**src/hw/rtl/apbl_pkg.sv**
```systemverilog
// ----------------------------------------------------------------------------
// apbl_pkg
// Shared types, codes and helpers of the attention position bias lookup.
// ----------------------------------------------------------------------------
package apbl_pkg;

   // default table limits
   localparam int DEF_MAX_WINDOW = 8;
   localparam int DEF_MAX_HEADS  = 16;
   localparam int DEF_MAX_SEQ    = 4096;

   // relative index span per head in the bias table
   localparam int REL_SPAN = 256;

   // command queue between front and back (power of two)
   localparam int QUEUE_DEPTH = 4;
   localparam int QCW         = $clog2(QUEUE_DEPTH + 1);

   // request types
   localparam logic [1:0] REQ_WR_BIAS  = 2'd0;
   localparam logic [1:0] REQ_WR_INDEX = 2'd1;
   localparam logic [1:0] REQ_WR_SLOPE = 2'd2;
   localparam logic [1:0] REQ_QUERY    = 2'd3;

   // mode register codes
   localparam logic [1:0] MODE_COMPUTED = 2'd0;
   localparam logic [1:0] MODE_TABLE    = 2'd1;
   localparam logic [1:0] MODE_ALIBI    = 2'd2;

   // register indexes
   localparam logic [1:0] CSR_MODE        = 2'd0;
   localparam logic [1:0] CSR_WINDOW_SIZE = 2'd1;
   localparam logic [1:0] CSR_HEAD_COUNT  = 2'd2;
   localparam logic [1:0] CSR_SEQ_LEN     = 2'd3;

   // register reset values
   localparam logic [1:0]  RST_MODE        = MODE_COMPUTED;
   localparam logic [3:0]  RST_WINDOW_SIZE = 4'd7;
   localparam logic [4:0]  RST_HEAD_COUNT  = 5'd8;
   localparam logic [12:0] RST_SEQ_LEN     = 13'd4096;

   typedef logic [2:0] op_type;

   // classified operations carried through the queue
   localparam op_type OP_NOP       = 3'd0;
   localparam op_type OP_WR_BIAS   = 3'd1;
   localparam op_type OP_WR_INDEX  = 3'd2;
   localparam op_type OP_WR_SLOPE  = 3'd3;
   localparam op_type OP_Q_DIRECT  = 3'd4;
   localparam op_type OP_Q_INDEXED = 3'd5;
   localparam op_type OP_Q_ALIBI   = 3'd6;
   localparam op_type OP_Q_OOR     = 3'd7;

   typedef struct packed {
      logic [1:0]  mode;
      logic [3:0]  window_size;
      logic [4:0]  head_count;
      logic [12:0] seq_len;
   } cfg_type;

   typedef struct packed {
      op_type      op;
      logic [3:0]  head;
      logic [11:0] qpos;
      logic [11:0] kpos;
      logic [7:0]  rel;
      logic [31:0] data;
   } q_entry_type;

   function automatic int addr_bits(input int depth);
      return (depth > 1) ? $clog2(depth) : 1;
   endfunction

   function automatic logic is_query(input op_type op);
      return (op == OP_Q_DIRECT) || (op == OP_Q_INDEXED) ||
             (op == OP_Q_ALIBI) || (op == OP_Q_OOR);
   endfunction

endpackage

```
**src/hw/rtl/apbl_queue.sv**
```systemverilog
// ----------------------------------------------------------------------------
// apbl_queue
// Short command queue that decouples the front from the table back end.
// ----------------------------------------------------------------------------
module apbl_queue
   import apbl_pkg::*;
(
   input  logic           clock,
   input  logic           reset,
   input  logic           push,
   input  q_entry_type    push_entry,
   input  logic           pop,
   output q_entry_type    head_entry,
   output logic [QCW-1:0] count
);

   localparam int QPW = $clog2(QUEUE_DEPTH);

   q_entry_type    slot_ff [QUEUE_DEPTH];
   logic [QPW-1:0] wr_ptr_ff;
   logic [QPW-1:0] rd_ptr_ff;
   logic [QCW-1:0] count_ff;
   logic [QCW-1:0] count_in;

   assign count_in = count_ff + QCW'(push) - QCW'(pop);

   always_ff @(posedge clock) begin
      if (reset) begin
         wr_ptr_ff <= '0;
         rd_ptr_ff <= '0;
         count_ff  <= '0;
      end else begin
         if (push) begin
            wr_ptr_ff <= wr_ptr_ff + QPW'(1);
         end
         if (pop) begin
            rd_ptr_ff <= rd_ptr_ff + QPW'(1);
         end
         count_ff <= count_in;
      end
   end

   always_ff @(posedge clock) begin
      if (push) begin
         slot_ff[wr_ptr_ff] <= push_entry;
      end
   end

   assign head_entry = slot_ff[rd_ptr_ff];
   assign count      = count_ff;

endmodule

```
**config.mk**
```make
export PLATFORM = sky130hd
export DESIGN_NAME = apbl_queue
export DESIGN_NICKNAME = d
export VERILOG_FILES = /design/src/hw/rtl/apbl_pkg.sv /design/src/hw/rtl/apbl_queue.sv
export SDC_FILE = /design/constraint.sdc
export NUM_CORES = 1
export LEC_CHECK = 0
export ABC_AREA = 1
export BUFFER_PORTS_ARGS = -buffer_cell sky130_fd_sc_hd__buf_4
export CAP_MARGIN = 10
export CORE_ASPECT_RATIO = 0.9
export CORE_MARGIN = 2
export CORE_UTILIZATION = 55
export CTS_CLUSTER_SIZE = 10
export DETAILED_ROUTE_END_ITERATION = 12
export GPL_ROUTABILITY_DRIVEN = 0
export HOLD_SLACK_MARGIN = 0.15
export PLACE_DENSITY = 0.77
export SYNTH_ARGS = -nofsm -noshare
export SYNTH_HDL_FRONTEND = slang
export SYNTH_SLANG_ARGS = --single-unit
```
**constraint.sdc**
```tcl
create_clock -name clock -period 3.1 [get_ports clock]
set_input_delay 0 -clock clock [delete_from_list [all_inputs] [get_ports clock]]
set_output_delay 0 -clock clock [all_outputs]
set_load 0.005 [all_outputs]
```
### Word level (Yosys, flattened, before mapping)

Memory sizes are Yosys's and may differ from the RTL's. A register that Yosys moved wholly into a read port is not among the register bits.
Cells that the tools add are included.

| cells by class | value |
|---|---|
| add/sub/neg operators | 4 |
| mux-type cells | 4 |

Operators by type and width:

| cell | number |
|---|---|
| 2-bit by 1-bit adder with 2-bit output, second input constant | 2 |
| 2-bit two-way mux | 2 |
| 3-bit by 1-bit adder with 3-bit output | 1 |
| 3-bit by 1-bit subtractor with 3-bit output | 1 |
| 1-bit two-way mux | 2 |

| word-level totals | value |
|---|---|
| register bits | 7 |
| bits in writable memories | 284 |
| input port bits | 75 |
| output and inout port bits | 74 |
| logic and storage cells | 12 |
| memories kept | 1 |

Memories:

| memory | words | width | read ports | clocked after memory_dff | write ports | RTL line | RTL |
|---|---|---|---|---|---|---|---|
| slot_ff | 4 | 71 | 1 | 1 | 1 | apbl_queue.sv:19 | `q_entry_type slot_ff [QUEUE_DEPTH];` |

### Longest topological paths before layout

| logic depth | value |
|---|---|
| depth in word-level cells | 3 |
| mapped depth | 8 |
| gate-level depth less buffers | 8 |

### Least setup slack after synthesis

No wires, ideal clock.

| timing path | value |
|---|---|
| path type | flip-flop to flip-flop |
| start | register wr_ptr_ff[0] |
| end | memory slot_ff[2][0] (netlist bit), enable pin |
| library setup time | 425 ps |
| arrival time | 1964 ps |
| required time | 2675 ps |
| setup slack | 711 ps |
| cell stages (with the launch flop) | 5 |
| path buffers | 0 |
| clock period less this slack | 2389 ps |
| cells stage by stage | dfxtp_1 -> inv_1 -> ha_1 -> nand2_1 -> inv_1 |

RTL lines:

| what | RTL line | RTL |
|---|---|---|
| start: declaration | apbl_queue.sv:20 | `logic [QPW-1:0] wr_ptr_ff;` |
| start signal: assignment | apbl_queue.sv:34 | `wr_ptr_ff <= wr_ptr_ff + QPW'(1);` |
| end: declaration | apbl_queue.sv:19 |  |

Straight into the memory's write port.

==> impl_metrics.json <==
{
  "outcome": "complete, no violations",
  "tightest_slew_ns": 1.037,
  "drv_slew": 0,
  "ys_seq_area_share_pct": 77.90,
  "nNetsFinal": 1124,
  "synth_cell_types": 21,
  "clk_path_buf_depth": 3,
  "cpPeakStageDelay_ns": 0.64,
  "critPathLaunchType": "flop",
  "drt-initial-drc-count": 553,
  "cts-root-buf": "clkbuf_16",
  "setup_viol": 0,
  "post-route-drc-count": 0,
  "yosysMostFrequentCell": "edfxtp_1",
  "cp.required_ns": 3.10,
  "synth_commonest_cells": "edfxtp_1, nor2_1, o21ai_1",
  "synth_fp_nets": 897,
  "wl_per_cell_um": 18.23,
  "rsz0062_at_grt": "no",
  "ys_seq_elements": 293,
  "numCtsBuffers": 35,
  "power.density_nw_per_um2": 639.7,
  "endpoint_kind": "output port",
  "cts_setup_buffers": 0,
  "antenna_found_initial": 2,
  "setup_tns_ns": 0,
  "syn_inst": 815,
  "num_vias": 7184,
  "vias_per_cell": 5.505,
  "drv_cap": 0,
  "synthArstFlopShare_pct": 0,
  "utilization_pct": 70.65,
  "grt_remaining_overflow": 0,
  "antenna_left": 0,
  "min_period_over_period_pct": 80.28,
  "fp.dieW_um": 154.3,
  "die-area_um2": 21480,
  "min_period_ns": 2.489,
  "crit_fanout": 67,
  "core_um2": 19990,
  "path_clk_slew_ns": 0.05,
  "syn_avg_cell_area_um2": 13.72,
  "groute.usage.overall_pct": 22.27,
  "drive_gt1_share_pct": 19.85,
  "cts.sinks": 293,
  "synth_edf_count": 284,
  "synth_area_leaders": "edfxtp_1, nor2_1, o21ai_1, o21ai_0, dfxtp_1",
  "cts_resized": 0,
  "portBuffers": 148,
  "grt_pass1_wl_um": 37480,
  "finalWirelength_um": 23780,
  "finalClockSkew_ns": 0.02388,
  "htree_levels": 2,
  "worstSkewPairLatency_ns": 0.51,
  "initial_core_util_pct": 55.93,
  "synth_warnings": 0,
  "slowest_stage": "dfxtp_4",
  "critical_path_class": "reg -> out",
  "ctsHoldBuffers": 75,
  "ys.flop_type": "edfxtp_1",
  "synth_area_leader_cell": "edfxtp_1",
  "rows": 49,
  "cts_tree": "done",
  "dieHeight_um": 139.2,
  "grt_max_degree": 72,
  "crit_chain": "inv_4 -> buf_12 -> o21ai_0 -> o21ai_1 -> buf_4",
  "worstHoldPathType": "in -> reg",
  "first_pass_iters": 5,
  "hpwl_um": 13000,
  "timing.slew.headroom_pct": 30.84,
  "grt_pass1_vias": 7277,
  "synth_top_area_share_pct": 76.29,
  "io_pins": 149,
  "syn_to_final_growth_pct": 26.33,
  "max_freq_mhz": 401.8,
  "synth_area_um2": 11180,
  "final_hold_viol_count": 0,
  "p_leak_nw": 5.126,
  "vdd_drop_max_v": 0.0006002,
  "crit_arrival_ns": 2.49,
  "n_fill_cell": 1284
}
[registers in the layout (all words and copies together) (netlist names), named ones only]
| register | flops |
|---|---|
| wr_ptr_ff | 2 |
| slot_ff | 284 |
| count | 3 |
| rd_ptr_ff | 2 |
[report_power, final]
group	leakage (nW)	internal, mW	switching, mW
registers	2.68	4.53	0.0579
clock network	0.464	2.07	1.43
logic	1.98	0.431	0.515
total	5.13	7.03	2.00
[routing by layer]
layer	vias up	track usage (%)	share of wire [%]	wire length [µm]
li1	3381	-	-	-
met5	-	0	0	0
met2	254	37.55	49	11710
met3	41	4.422	6.4	1514
met4	0	6.823	1.9	461
met1	3508	29.73	42	10100
[worst paths after layout]
kind	start	to	slack (ns)	depth (start not counted)
setup reg to reg	wr_ptr_ff[0]	slot_ff[0][34]	1.03	5
setup / recovery	flop	head_entry[7]	0.61	5
hold / removal	push_entry[57]	slot_ff[0][57]	0.24	2
hold reg to reg	wr_ptr_ff[0]	wr_ptr_ff[0]	0.51	2
[final cells by class]
| type | instances | area [µm²] | share of cell area, % |
|---|---|---|---|
| clock buffer | 40 | 915.9 | 6.486 |
| sequential | 293 | 8712 | 61.70 |
| antenna | 2 | 5.005 | 0.03544 |
| clock inverter | 3 | 33.78 | 0.2392 |
| tap | 255 | 319.1 | 2.259 |
| inverter | 19 | 81.33 | 0.5759 |
| timing repair buffer | 237 | 1992 | 14.11 |
| multi-input combinational | 456 | 2062 | 14.60 |
[through the flow]
| stage | total power, mW | setup slack [ns] | instance area, µm² | std cells | hold slack [ns] |
|---|---|---|---|---|---|
| detailed placement | 5.529 | 1.006 | 12420 | 1185 | 0.2044 |
| floorplan | 5.093 | 0.7115 | 11180 | 815 | 0.09887 |
| global route | 9.348 | 0.4305 | 14120 | 1305 | 0.2347 |
| CTS | 9.082 | 0.6115 | 14120 | 1303 | 0.2199 |
| finish | 9.033 | 0.6113 | 14120 | 1305 | 0.2367 |
| global placement | 5.498 | 1.078 | 12420 | 1185 | 0.2020 |
[placed cells by master (no fill, tap or decap), drive strengths merged]
cell	instances
edfxtp	284
nor2	216
o21ai	213
buf	162
dlygate4sd3	75
clkbuf	40
inv	16
nand2	12
dfxtp	9
ha	6
clkinv	6
a21oi	3
diode	2
nor3	2
nor3b	1
a211oi	1
nand3	1
fa	1
[cells by family (layout without fill, tap and decap cells)]
logic type	Yosys count	after routing	synth area share, %
fa+ha+maj	7	7	0.8507
flops	293	293	77.90
compound gates	217	217	9.738
other cells	0	2	0
buf+inv	66	299	3.649
simple gates	232	232	7.858
[critical path, delay by kind of cell (launching register included)]
family	cells	cell delay, ns
buffers and inverters	3	0.82
flip-flops	1	0.64
AO/OA/AOI/OAI	2	0.43
No activity file was read; power rests on OpenSTA's default activity.
