==> config.mk <==
export PLATFORM = sky130hd
export DESIGN_NAME = apbl_front_flat
export DESIGN_NICKNAME = d
export VERILOG_FILES = /design/src/hw/rtl/apbl_pkg.sv /design/src/hw/rtl/apbl_req_if.sv /design/src/hw/rtl/apbl_front.sv /design/src/flat_wrapper.sv
export SDC_FILE = /design/constraint.sdc
export NUM_CORES = 1
export LEC_CHECK = 0
export BUFFER_PORTS_ARGS = -buffer_cell sky130_fd_sc_hd__buf_2
export CORE_ASPECT_RATIO = 0.75
export CORE_MARGIN = 2
export CORE_UTILIZATION = 53
export CTS_CLUSTER_DIAMETER = 100
export DETAILED_ROUTE_END_ITERATION = 8
export GPL_TIMING_DRIVEN = 1
export PLACE_DENSITY_LB_ADDON = 0.08
export SYNTH_ARGS = -nofsm -noshare
export SYNTH_HDL_FRONTEND = slang
export SYNTH_SLANG_ARGS = --single-unit
==> constraint.sdc <==
create_clock -name clock -period 7.5 [get_ports clock]
set_clock_uncertainty 0.1 [all_clocks]
set_input_delay 1.125 -clock clock [delete_from_list [all_inputs] [get_ports clock]]
set_output_delay 1.125 -clock clock [all_outputs]
set_load 0.05 [all_outputs]
==> src/hw/rtl/apbl_pkg.sv <==
// ----------------------------------------------------------------------------
// apbl_pkg
// Shared types, codes and helpers of the attention position bias lookup.
// ----------------------------------------------------------------------------
package apbl_pkg;

   // default table limits
   localparam int DEF_MAX_WINDOW = 8;
   localparam int DEF_MAX_HEADS  = 16;
   localparam int DEF_MAX_SEQ    = 4096;

   // relative index span per head in the bias table
   localparam int REL_SPAN = 256;

   // command queue between front and back (power of two)
   localparam int QUEUE_DEPTH = 4;
   localparam int QCW         = $clog2(QUEUE_DEPTH + 1);

   // request types
   localparam logic [1:0] REQ_WR_BIAS  = 2'd0;
   localparam logic [1:0] REQ_WR_INDEX = 2'd1;
   localparam logic [1:0] REQ_WR_SLOPE = 2'd2;
   localparam logic [1:0] REQ_QUERY    = 2'd3;

   // mode register codes
   localparam logic [1:0] MODE_COMPUTED = 2'd0;
   localparam logic [1:0] MODE_TABLE    = 2'd1;
   localparam logic [1:0] MODE_ALIBI    = 2'd2;

   // register indexes
   localparam logic [1:0] CSR_MODE        = 2'd0;
   localparam logic [1:0] CSR_WINDOW_SIZE = 2'd1;
   localparam logic [1:0] CSR_HEAD_COUNT  = 2'd2;
   localparam logic [1:0] CSR_SEQ_LEN     = 2'd3;

   // register reset values
   localparam logic [1:0]  RST_MODE        = MODE_COMPUTED;
   localparam logic [3:0]  RST_WINDOW_SIZE = 4'd7;
   localparam logic [4:0]  RST_HEAD_COUNT  = 5'd8;
   localparam logic [12:0] RST_SEQ_LEN     = 13'd4096;

   typedef logic [2:0] op_type;

   // classified operations carried through the queue
   localparam op_type OP_NOP       = 3'd0;
   localparam op_type OP_WR_BIAS   = 3'd1;
   localparam op_type OP_WR_INDEX  = 3'd2;
   localparam op_type OP_WR_SLOPE  = 3'd3;
   localparam op_type OP_Q_DIRECT  = 3'd4;
   localparam op_type OP_Q_INDEXED = 3'd5;
   localparam op_type OP_Q_ALIBI   = 3'd6;
   localparam op_type OP_Q_OOR     = 3'd7;

   typedef struct packed {
      logic [1:0]  mode;
      logic [3:0]  window_size;
      logic [4:0]  head_count;
      logic [12:0] seq_len;
   } cfg_type;

   typedef struct packed {
      op_type      op;
      logic [3:0]  head;
      logic [11:0] qpos;
      logic [11:0] kpos;
      logic [7:0]  rel;
      logic [31:0] data;
   } q_entry_type;

   function automatic int addr_bits(input int depth);
      return (depth > 1) ? $clog2(depth) : 1;
   endfunction

   function automatic logic is_query(input op_type op);
      return (op == OP_Q_DIRECT) || (op == OP_Q_INDEXED) ||
             (op == OP_Q_ALIBI) || (op == OP_Q_OOR);
   endfunction

endpackage

==> src/hw/rtl/apbl_req_if.sv <==
// ----------------------------------------------------------------------------
// apbl_req_if
// Request channel: table writes and bias queries, valid/ready handshake.
// ----------------------------------------------------------------------------
interface apbl_req_if;
   logic               valid;
   logic               ready;
   logic [1:0]         req_type;
   logic [3:0]         head;
   logic [11:0]        query_pos;
   logic [11:0]        key_pos;
   logic [7:0]         rel_pos;
   logic signed [31:0] bias_in;
   logic [15:0]        slope_in;

   modport source (
      output valid, req_type, head, query_pos, key_pos, rel_pos, bias_in, slope_in,
      input  ready
   );

   modport sink (
      input  valid, req_type, head, query_pos, key_pos, rel_pos, bias_in, slope_in,
      output ready
   );
endinterface

==> src/hw/rtl/apbl_front.sv <==
// ----------------------------------------------------------------------------
// apbl_front
// Accepts request beats, checks ranges, splits positions into row and column
// and forms the computed relative index; pushes classified commands.
// ----------------------------------------------------------------------------
module apbl_front
   import apbl_pkg::*;
#(
   parameter int MAX_WINDOW = DEF_MAX_WINDOW,
   parameter int MAX_HEADS  = DEF_MAX_HEADS,
   parameter int MAX_SEQ    = DEF_MAX_SEQ
) (
   input  logic           clock,
   input  logic           reset,
   apbl_req_if.sink       req,
   input  cfg_type        cfg,
   input  logic [QCW-1:0] q_count,
   output logic           push,
   output q_entry_type    push_entry
);

   localparam int QB       = $clog2(MAX_WINDOW);
   localparam int PW       = 2 * QB;
   localparam int PW1      = PW + 1;
   localparam int DW       = $clog2(2 * MAX_WINDOW);
   localparam int RW       = 2 * DW;
   localparam int RCW      = (RW > 9) ? RW : 9;
   localparam int OCW      = QCW + 1;
   localparam int WIN_AREA = MAX_WINDOW * MAX_WINDOW;

   localparam logic [6:0]   HEAD_LIM = 7'(MAX_HEADS);
   localparam logic [16:0]  SEQ_LIM  = 17'(MAX_SEQ);
   localparam logic [12:0]  AREA_LIM = 13'(WIN_AREA);
   localparam logic [4:0]   WIN_LIM  = 5'(MAX_WINDOW);

   // restoring division of a window position by w, quotient and remainder
   function automatic logic [2*QB-1:0] div_w(input logic [PW-1:0] num,
                                              input logic [3:0] w);
      logic [PW:0]   rem;
      logic [PW:0]   dsr;
      logic [QB-1:0] q;
      rem = {1'b0, num};
      q   = '0;
      for (int b = QB - 1; b >= 0; b--) begin
         dsr = PW1'(w) << b;
         if (rem >= dsr) begin
            rem  = rem - dsr;
            q[b] = 1'b1;
         end
      end
      return {q, rem[QB-1:0]};
   endfunction

   // stage 1
   logic              accept;
   logic [7:0]        ww;
   logic              head_ok;
   logic              head_wr_ok;
   logic              win_ok;
   logic              seq_ok;
   logic              area_ok;
   op_type            op1_in;
   q_entry_type       e1_in;
   logic [2*QB-1:0]   idiv;
   logic [2*QB-1:0]   jdiv;
   logic [OCW-1:0]    occupancy;

   logic              f1_v_ff;
   q_entry_type       f1_entry_ff;
   logic [QB-1:0]     f1_ir_ff, f1_ic_ff, f1_jr_ff, f1_jc_ff;
   logic [DW-1:0]     f1_wm1_ff, f1_w2m1_ff;

   // stage 2
   logic [DW-1:0]     row_term;
   logic [DW-1:0]     col_term;
   logic [RW-1:0]     rel_full;
   logic              rel_ok;
   q_entry_type       e2_in;

   logic              f2_v_ff;
   q_entry_type       f2_entry_ff;

   // credit: everything in flight must fit in the queue
   assign occupancy = OCW'(q_count) + OCW'(f1_v_ff) + OCW'(f2_v_ff);
   assign req.ready = (occupancy < OCW'(QUEUE_DEPTH));
   assign accept    = req.valid && req.ready;

   assign ww         = 8'(cfg.window_size) * 8'(cfg.window_size);
   assign head_ok    = (5'(req.head) < cfg.head_count) && (7'(req.head) < HEAD_LIM);
   assign head_wr_ok = (7'(req.head) < HEAD_LIM);
   assign win_ok     = (cfg.window_size != 4'd0) && (5'(cfg.window_size) <= WIN_LIM) &&
                       (req.query_pos < 12'(ww)) && (req.key_pos < 12'(ww));
   assign seq_ok     = (17'(req.query_pos) < 17'(cfg.seq_len)) &&
                       (17'(req.key_pos) < 17'(cfg.seq_len)) &&
                       (17'(req.query_pos) < SEQ_LIM) && (17'(req.key_pos) < SEQ_LIM);
   assign area_ok    = (13'(req.query_pos) < AREA_LIM) && (13'(req.key_pos) < AREA_LIM);

   assign idiv = div_w(req.query_pos[PW-1:0], cfg.window_size);
   assign jdiv = div_w(req.key_pos[PW-1:0], cfg.window_size);

   always_comb begin
      op1_in = OP_NOP;
      case (req.req_type)
         REQ_WR_BIAS:  op1_in = head_wr_ok ? OP_WR_BIAS : OP_NOP;
         REQ_WR_INDEX: op1_in = area_ok ? OP_WR_INDEX : OP_NOP;
         REQ_WR_SLOPE: op1_in = head_wr_ok ? OP_WR_SLOPE : OP_NOP;
         REQ_QUERY: begin
            if (!head_ok) begin
               op1_in = OP_Q_OOR;
            end else begin
               case (cfg.mode)
                  MODE_COMPUTED: op1_in = win_ok ? OP_Q_DIRECT : OP_Q_OOR;
                  MODE_TABLE:    op1_in = win_ok ? OP_Q_INDEXED : OP_Q_OOR;
                  MODE_ALIBI:    op1_in = seq_ok ? OP_Q_ALIBI : OP_Q_OOR;
                  default:       op1_in = OP_Q_OOR;
               endcase
            end
         end
         default: op1_in = OP_NOP;
      endcase
   end

   always_comb begin
      e1_in.op   = op1_in;
      e1_in.head = req.head;
      e1_in.qpos = req.query_pos;
      e1_in.kpos = req.key_pos;
      e1_in.rel  = req.rel_pos;
      e1_in.data = (req.req_type == REQ_WR_SLOPE) ? {16'h0000, req.slope_in}
                                                   : $unsigned(req.bias_in);
   end

   // ignored writes are dropped here
   always_ff @(posedge clock) begin
      if (reset) begin
         f1_v_ff <= 1'b0;
      end else begin
         f1_v_ff <= accept && (op1_in != OP_NOP);
      end
   end

   always_ff @(posedge clock) begin
      f1_entry_ff <= e1_in;
      f1_ir_ff    <= idiv[2*QB-1:QB];
      f1_ic_ff    <= idiv[QB-1:0];
      f1_jr_ff    <= jdiv[2*QB-1:QB];
      f1_jc_ff    <= jdiv[QB-1:0];
      f1_wm1_ff   <= DW'(cfg.window_size) - DW'(1);
      f1_w2m1_ff  <= DW'({cfg.window_size, 1'b0}) - DW'(1);
   end

   // (ir - jr + w - 1) * (2w - 1) + (ic - jc + w - 1)
   assign row_term = DW'(f1_ir_ff) + f1_wm1_ff - DW'(f1_jr_ff);
   assign col_term = DW'(f1_ic_ff) + f1_wm1_ff - DW'(f1_jc_ff);
   assign rel_full = RW'(row_term) * RW'(f1_w2m1_ff) + RW'(col_term);
   assign rel_ok   = (RCW'(rel_full) < RCW'(REL_SPAN));

   always_comb begin
      e2_in = f1_entry_ff;
      if (f1_entry_ff.op == OP_Q_DIRECT) begin
         e2_in.rel = 8'(rel_full);
         if (!rel_ok) begin
            e2_in.op = OP_Q_OOR;
         end
      end
   end

   always_ff @(posedge clock) begin
      if (reset) begin
         f2_v_ff <= 1'b0;
      end else begin
         f2_v_ff <= f1_v_ff;
      end
   end

   always_ff @(posedge clock) begin
      f2_entry_ff <= e2_in;
   end

   assign push       = f2_v_ff;
   assign push_entry = f2_entry_ff;

endmodule

==> src/flat_wrapper.sv <==
// flat-port wrapper written by rule: the top's interface ports become plain ports
module apbl_front_flat import apbl_pkg::*;
#(
   parameter int MAX_WINDOW = DEF_MAX_WINDOW,
   parameter int MAX_HEADS  = DEF_MAX_HEADS,
   parameter int MAX_SEQ    = DEF_MAX_SEQ
)
  (clock, reset, cfg, q_count, push, push_entry, req_valid, req_req_type, req_head, req_query_pos, req_key_pos, req_rel_pos, req_bias_in, req_slope_in, req_ready);
  apbl_req_if req_i ();
  input  logic clock;
  input  logic reset;
  input  cfg_type cfg;
  input  logic [QCW-1:0] q_count;
  output logic push;
  output q_entry_type push_entry;
  input wire logic [$bits(req_i.valid)-1:0] req_valid;
  input wire logic [$bits(req_i.req_type)-1:0] req_req_type;
  input wire logic [$bits(req_i.head)-1:0] req_head;
  input wire logic [$bits(req_i.query_pos)-1:0] req_query_pos;
  input wire logic [$bits(req_i.key_pos)-1:0] req_key_pos;
  input wire logic [$bits(req_i.rel_pos)-1:0] req_rel_pos;
  input wire logic [$bits(req_i.bias_in)-1:0] req_bias_in;
  input wire logic [$bits(req_i.slope_in)-1:0] req_slope_in;
  output wire logic [$bits(req_i.ready)-1:0] req_ready;
  assign req_i.valid = req_valid;
  assign req_i.req_type = req_req_type;
  assign req_i.head = req_head;
  assign req_i.query_pos = req_query_pos;
  assign req_i.key_pos = req_key_pos;
  assign req_i.rel_pos = req_rel_pos;
  assign req_i.bias_in = req_bias_in;
  assign req_i.slope_in = req_slope_in;
  assign req_ready = req_i.ready;
  apbl_front #(.MAX_WINDOW(MAX_WINDOW), .MAX_HEADS(MAX_HEADS), .MAX_SEQ(MAX_SEQ)) u_core (.clock(clock), .reset(reset), .req(req_i), .cfg(cfg), .q_count(q_count), .push(push), .push_entry(push_entry));
endmodule
# Yosys cells after proc, flatten, opt, wreduce, memory -nomap -nowiden
# Index checks and enable logic that the tools add are counted.
# Widths: inputs -> output; s select.
[op_classes] muxes=21 n_mul=2 n_lt_le_gt_ge=15 eq_ne=6 n_shift=0 n_reduce_logical=11 n_div=0 n_bitwise=0 addsub=15
[ops] cell="$mux 7" count=4
[ops] cell="$lt 12x13->1" count=2
[ops] cell="$lt 12x7->1 const B" count=2
[ops] cell="$lt 12x8->1" count=2
[ops] cell="$mul 4x4->8" count=2
[ops] cell="$mux 16" count=1
[ops] cell="$ge 7x4->1" count=2
[ops] cell="$ge 7x5->1" count=2
[ops] cell="$sub 6x6->7" count=2
[ops] cell="$sub 7x5->7" count=2
[ops] cell="$ge 6x6->1" count=2
[ops] cell="$pmux 3 s4" count=1
[ops] cell="$mux 3" count=3
[ops] cell="$pmux 3 s3" count=1
[ops] cell="$add 3x4->4" count=2
[ops] cell="$add 8x4->8" count=1
[ops] cell="$mux 8" count=1
[ops] cell="$sub 4x1->4 const B" count=2
[ops] cell="$sub 4x3->4" count=2
[ops] cell="$logic_and 1x1->1" count=7
[ops] cell="$mux 1" count=7
[ops] cell="$eq 2x2->1 const B" count=3
[ops] cell="$mux 2" count=3
[ops] cell="$sub 3x3->3" count=2
[ops] cell="10 further kinds" count=12
[word_totals] inputBits=116 rom_bits=0 ramBits=0 regBits=164 word_cells=91 output_inout_bits=73 latch_bits=0 n_memories=0

# Depth between registers and ports, before layout
# Gate-level depths: netlist of the first run.
[logic_depth] ltp_word=10 mapped_depth=21 ltp_nobuf=20

# Least setup slack after synthesis of the first run
# No wires, ideal clock.
[synth_path] path_kind="input to register" from="input cfg[19] (netlist name)" to="register u_core.f1_jc_ff[2]" stages=20 path_slack_ps=1462 path_buffers=1 required_time_ps=7273 setup_ps=127 arrival_time_ps=5811 cell_sequence="inv_1 ha_1 nor2b_1 o221a_2 nor3_2 mux2_2 ha_1 a21o_1 a21oi_1 o2111ai_1 buf_4 o21ai_0 inv_1 ha_1 a21o_1 a21o_1 a21oi_1 or3b_2 a21oi_1 nor3b_1"
[synth_between] elab_chain_cells=6 elab_cells_between_ends=9 classes_between="3 x add/sub; 3 x order compare; 3 x mux"
[synth_rtl] element="start: declaration" line="flat_wrapper.sv:12" text="input cfg_type cfg;"
[synth_rtl] element="$sub 6x6->7 or $ge 6x6->1 (tied branches)" line="apbl_front.sv:47, apbl_front.sv:46"
[synth_rtl] element="$mux 7" line="apbl_front.sv:46" text="if (rem >= dsr) begin"
[synth_rtl] element="$sub 7x5->7 or $ge 7x5->1 (tied branches)" line="apbl_front.sv:47, apbl_front.sv:46"
[synth_rtl] element="$mux 7" line="apbl_front.sv:46"
[synth_rtl] element="$ge 7x4->1 or $sub 3x3->3 (tied branches)" line="apbl_front.sv:46, apbl_front.sv:47"
[synth_rtl] element="$mux 3 *" line="apbl_front.sv:46"
[synth_rtl] element="named net u_core.jdiv[2]" line="apbl_front.sv:65" text="logic [2*QB-1:0] jdiv;"
[synth_rtl] element="end signal: assignment" line="apbl_front.sv:147" text="f1_jc_ff <= jdiv[QB-1:0];"
[synth_rtl] element="end: declaration" line="apbl_front.sv:70" text="logic [QB-1:0] f1_ir_ff, f1_ic_ff, f1_jr_ff, f1_jc_ff;"
# The timed path passes the listed nets; every way through them passes the cells marked *.
# A chain may end at the register's enable or synchronous reset.

# Final worst setup path of the first run
# Same ends and word-level chain as after synthesis.

==> out/metrics.csv, run 1 <==
metric,value,unit
tritoncts,built,
ant_nets,0,
grt_pass1_wl,25600,microns
synth_edf_count,0,
setup_ws,1.52,ns
crit_path_end_kind,flip-flop,
port_buffers,188,
fmax,167,MHz
synth_area,7070,sq um
cts_max_level,4,
clkLatencyLatePin,0.42,ns
fillers,1017,
gp_congestion,0.882,
critPathRequiredTime,7.70,ns
run_status,completed,
via_per_inst,5.03,
post-route-period-util,0.798,
drv_cap,0,
crit_path_max_fanout,11,
critPathArrivalTime,6.18,ns
final_util,0.677,
ys_types,56,
vias,5332,
post_cts_resized,0,
syn_nets,898,
critPathKind,in -> reg,
dp_hpwl,12600,microns
max_slew.worst_pin.slew,1.16,ns
path_clk_slew,0.07,ns
rrSetupSlack,2.51,ns
power,3550,uW
cts_buffer_depth,2,
hold_start,u_core.e2_in[66]$_DFF_P_,
routedWlPerCell,15.1,microns
synthFlopType,dfxtp_1,
antenna_found_initial,0,
numCtsBuffers,17,
avgSynthCellArea,10.5,sq um
die_area,14300,sq um
rows,36,
ys_warn_count,0,
r2r_cells,17,
hold_path_class,reg -> reg,
holdPathEnd,u_core.push_entry[66]$_DFF_P_,
tns,0,ns
nets,1101,
core_area,13000,sq um
die_x,137,microns
drt_iter0_markers,233,
grt.overflow.total,0,
cts-hold-fix-buffers,0,
route.detailed.drc,0,
die-height,104,microns
numClockSinks,160,
maxSlewHeadroom,0.227,
rsz0062_at_grt,no,
diodes,0,
final-hold-violation-count,0,
drive_gt1_frac,0.275,
leakagePower,0.00451,uW
wl,16000,microns
place_ws,1.17,ns
root_buffer,clkbuf_16,
grt_max_degree,33,
synthesis.instances,674,
start_util,0.543,
r2r_end,u_core.push_entry[39]$_DFF_P_,
placed_area,8220,sq um
syn_to_final_growth,24.8,%
grt_pass1_vias,5359,
maxSlewViolCount,0,
setup_violations,0,
critPathLaunch,cfg[19],
drt_pre_antenna_iters,4,
yosysSeqAreaShare,0.453,
synthArstFlopShare,0,
reg2reg_from,u_core.f1_wm1_ff[1]$_DFF_P_,
io_pins,189,
track_usage,0.230,
cts_setup_buffers,0,
synth_seq_cells,160,
period_needed,5.98,ns
powerDensity,402,nW/um^2
ir_drop,0.000554,V
whs_path_depth,0,
critPathLaunchType,input port,
stdcell_area,8820,sq um
[critical path: stages]
cell and delay, ns:
buf_2 0.22, inv_1 0.10, ha_1 0.18, or2_2 0.29, o221a_2 0.28, nor3_2 0.29
mux2_2 0.39, ha_1 0.34, a21o_1 0.21, a21oi_1 0.29, o2111ai_1 0.17, buf_4 0.21
o21ai_0 0.28, inv_1 0.08, ha_1 0.28, a21o_1 0.16, a21o_1 0.17, a21oi_1 0.36
or3b_2 0.49, a21oi_1 0.18, nor3b_1 0.07
[state kept, by name, summed over array words and instances, names as in the netlist]
name,flops
u_core.f1_ir_ff,3
u_core.f1_ic_ff,3
u_core.f1_jc_ff,3
u_core.push,1
u_core.e2_in,60
u_core.f1_jr_ff,3
u_core.f1_wm1_ff,4
u_core.push_entry,71
u_core.f1_entry_ff,11
u_core.f1_v_ff,1
[synth_stat cells (2+ instances only)]
master | count | area share
maj3_1 | 4 | 0.0057
clkbuf_1 | 6 | 0.0032
ha_1 | 88 | 0.16
and2_1 | 22 | 0.019
nand2b_1 | 10 | 0.0089
nand4_1 | 6 | 0.0053
nor3_1 | 2 | 0.0014
a21o_1 | 20 | 0.021
or4_1 | 4 | 0.0042
o21bai_1 | 3 | 0.0032
mux2i_1 | 6 | 0.0085
nor2_1 | 21 | 0.011
o21a_1 | 2 | 0.0021
mux2_4 | 2 | 0.0042
nor4b_1 | 3 | 0.0037
o31ai_1 | 3 | 0.0032
xor2_1 | 12 | 0.015
a21oi_1 | 31 | 0.022
fa_1 | 20 | 0.057
a211oi_1 | 5 | 0.0053
nand2_1 | 76 | 0.040
o21ai_0 | 14 | 0.0099
inv_1 | 72 | 0.038
o221a_2 | 2 | 0.0032
nand3_1 | 6 | 0.0042
o211ai_1 | 3 | 0.0032
nor3_2 | 2 | 0.0028
a221oi_1 | 2 | 0.0025
nor4_1 | 5 | 0.0044
o22ai_1 | 2 | 0.0018
dfxtp_1 | 160 | 0.45
nor2b_1 | 9 | 0.0080
o21ai_1 | 2 | 0.0014
xnor2_1 | 14 | 0.017
o31ai_4 | 2 | 0.0060
nand4b_1 | 3 | 0.0037
a2111oi_0 | 2 | 0.0025
a221o_1 | 2 | 0.0028
mux2_2 | 9 | 0.014
[report_power, final]
part           total, uW  internal, uW  switching (uW)
Combinational       1750           780             971
Clock                841           448             393
Sequential           957           931            25.9
[through the flow]
step / std cells / hold WS [ns]
6_report: 1061 / 0.223
5_1_grt: 1061 / 0.226
4_1_cts: 1061 / 0.223
3_5_place_dp: 1029 / 0.212
3_3_place_gp: 1029 / 0.209
2_1_floorplan: 674 / 0.210
[final cells by class]
cell class,count,area (sq um),area share
multi-input cells,434,3560,0.404
clock buffers,17,425,0.0482
flip-flops and latches,160,3200,0.363
well taps,171,214,0.0243
repair buffers,192,971,0.110
clock inverters,15,174,0.0197
inverters,72,270,0.0307
[cells by family (layout without fill, tap and decap cells)]
logic type / Yosys count / after routing / share of synthesized area
AO/OA/AOI/OAI: 100 / 100 / 0.0972
XOR/XNOR: 26 / 26 / 0.0322
adder cells (fa/ha/maj): 112 / 112 / 0.218
buffers and inverters: 80 / 296 / 0.0430
flip-flops: 160 / 160 / 0.453
multiplexers: 17 / 17 / 0.0271
AND/OR/NAND/NOR: 179 / 179 / 0.129
[routing by layer]
layer,global-route usage,wire length (microns)
met4,0.0795,339
met2,0.368,7260
met1,0.293,7320
met3,0.0702,1060
met5,0,0
[how the worst max path moves through the flow]
stage	endpoint	slack, ns	depth (start not counted)
6_report	u_core.f1_jc_ff[2]$_DFF_P_	1.52	21
3_3_place_gp	u_core.f1_jc_ff[2]$_DFF_P_	1.28	21
5_1_grt	u_core.f1_ic_ff[1]$_DFF_P_	1.12	20
3_5_place_dp	u_core.f1_jc_ff[2]$_DFF_P_	1.17	21
4_1_cts	u_core.f1_ic_ff[1]$_DFF_P_	1.57	20
2_1_floorplan	u_core.f1_jc_ff[2]$_DFF_P_	1.46	20
[layout by cell type, fill, tap and decap left out, types with 14 or more instances in the layout]
cell type  synthesis  layout
xnor2_1           14      14
dfxtp_1          160     160
clkbuf_16          0      17
ha_1              88      88
buf_2              0     188
a21o_1            20      20
o21ai_0           14      14
nor2_1            21      21
and2_1            22      22
nand2_1           76      76
inv_1             72      72
a21oi_1           31      31
fa_1              20      20
No activity file was read; power rests on OpenSTA's default activity.
==> run 2, diff against run 1 <==
CORE_UTILIZATION = 48   (was 53)
clock period = 5.2 ns   (was 7.5 ns; I/O delays follow)
==> out/metrics.csv, run 2 (synthesis gave the netlist of run 1 again) <==
metric,value,unit,change
maxSlewViolCount,0,,unchanged
antenna_found_initial,0,,unchanged
max_slew.worst_pin.slew,1.08,ns,-0.0760 ns
holdPathEnd,u_core.push_entry[15]$_DFF_P_,,
seqCellArea,3200,sq um,about the same
rows,38,,+5.6%
maxSlewHeadroom,0.278,,+0.0507
wl_met2,8030,microns,+11%
fillers,1216,,+20%
routedWlPerCell,15.1,microns,+0.30%
wirelength_met1,7540,microns,+3.1%
cts_buffer_depth,2,,unchanged
die_area,15700,sq um,+10%
syn_to_final_growth,28.2,%,
tritoncts,built,,
route.detailed.drc,0,,unchanged
period_needed,4.91,ns,
post-route-period-util,0.945,,
core_area,14400,sq um,+11%
ir_drop,0.000541,V,-2.4%
rsz0062_at_grt,no,,
setup_violations,0,,unchanged
start_util,0.491,,-0.0523
top_layer,met4,,
track_usage,0.218,,-0.0120
crit_path_end_kind,flip-flop,,
r2r_cells,17,,unchanged
crit_path_max_fanout,4,,-7
r2r_end,u_core.push_entry[39]$_DFF_P_,,
critPathRequiredTime,5.39,ns,-2.31 ns
grt_max_degree,33,,unchanged
final_cells,1107,,+4.3%
layout_commonest_cell,buf_2,,
dp_hpwl,13300,microns,+5.0%
via_per_inst,4.84,,-3.7%
vias,5356,,+0.45%
die_x,144,microns,+4.9%
root_buffer,clkbuf_16,,
numCtsBuffers,17,,unchanged
critPathLaunchType,flip-flop,,
leakagePower,0.00460,uW,+2.1%
dpl.cell_count,1074,,+4.4%
cts-hold-fix-buffers,0,,unchanged
powerDensity,582,nW/um^2,+45%
drv_cap,0,,unchanged
path_clk_slew,0.07,ns,about the same
cts_max_level,4,,unchanged
final_cell_mix,"buf_2 (188), dfxtp_1 (159), ha_1 (86)",,
io_pins,189,,unchanged
power,5280,uW,+49%
fmax,204,MHz,
numClockSinks,160,,unchanged
die-height,109,microns,+4.9%
drive_gt1_frac,0.301,,+0.0257
run_status,completed,,
wl,16700,microns,+4.6%
drt_pre_antenna_iters,4,,unchanged
critPathLaunch,u_core.f1_wm1_ff[1]$_DFF_P_,,
final-hold-violation-count,0,,unchanged
clkLatencyLatePin,0.42,ns,about the same
port_buffers,188,,unchanged
rrSetupSlack,0.29,ns,-2.22 ns
multi_input_area,3630,sq um,+1.9%
wl_met3,957,microns,-9.9%
hold_start,u_core.e2_in[15]$_DFF_P_,,
grt_pass1_vias,5392,,+0.62%
nets,1118,,+1.5%
critPathArrivalTime,5.11,ns,-1.07 ns
hold_path_class,reg -> reg,,
gp_congestion,0.870,,-1.4%
critPathKind,reg -> reg,,
diodes,0,,unchanged
drt_iter0_markers,259,,+11%
grt.overflow.total,0,,unchanged
whs_path_depth,0,,unchanged
reg2reg_from,u_core.f1_wm1_ff[1]$_DFF_P_,,
grt_pass1_wl,26200,microns,+2.4%
ant_nets,0,,unchanged
largest_register_ffs,71,,unchanged
[run 2: changes by cell type in the layout (fill, tap and decap cells not counted), sizes merged]
cell,before,now
buf,192,209
clkinv,8,3
inv,78,82
clkinvlp,1,2
[run 2: worst max path at each step]
stage / to / slack, ns
6_report: u_core.push_entry[39]$_DFF_P_ / 0.29
5_1_grt: u_core.push_entry[39]$_DFF_P_ / 0.04
4_1_cts: u_core.push_entry[39]$_DFF_P_ / 0.12
3_5_place_dp: u_core.f1_jc_ff[2]$_DFF_P_ / -0.02
3_3_place_gp: u_core.f1_jc_ff[2]$_DFF_P_ / 0.07
2_1_floorplan: u_core.f1_jc_ff[2]$_DFF_P_ / -0.001
[run 2: per-stage QoR]
stage                      util  area [sq um]  hold slack (ns)  setup TNS, ns  worst slack, ns
after global placement    0.585          8430            0.210              0           0.0677
final                     0.629          9060            0.220              0            0.286
after detailed placement  0.585          8430            0.212        -0.0216          -0.0216
after floorplan               -          7120            0.210       -0.00128         -0.00128
after CTS                 0.627          9030            0.223              0            0.123
after global routing      0.629          9060            0.226              0           0.0388
[run 2: worst max-delay path, cell delays in order (launching register included)]
cell,delay (ns)
dfxtp_2,0.36
inv_1,0.11
fa_1,0.57
inv_1,0.08
fa_1,0.47
xor2_2,0.25
nand2_1,0.10
fa_1,0.48
fa_1,0.52
fa_1,0.54
inv_1,0.04
ha_1,0.33
a21o_1,0.18
a21oi_2,0.17
o21bai_1,0.11
a21oi_2,0.16
xor2_1,0.15
o21ai_0,0.08
[run 2: where the power goes]
group / total (uW) / internal (uW) / switching [uW]
sequential: 1380 / 1340 / 35.5
combinational: 2650 / 1190 / 1460
clock: 1250 / 659 / 588
total: 5280 / 3200 / 2080
[run 2: layer usage]
metal | GRT usage | vias to the layer above
li1 | - | 2724
met1 | 0.275 | 2481
met2 | 0.364 | 134
met3 | 0.0650 | 17
met4 | 0.0595 | 0
met5 | 0 | -
[run 2: area by class of cell]
cell class | count | area share
inverter | 72 | 0.0302
clock inverter | 15 | 0.0199
sequential | 160 | 0.354
tap | 200 | 0.0276
timing repair buffer | 209 | 0.121
multi-input combinational | 434 | 0.400
clock buffer | 17 | 0.0470
[run 2: repair_timing]
action	in CTS	in global routing
resized for setup	0	4
buffers inserted	0	1
endpoints found under the setup margin	0	1
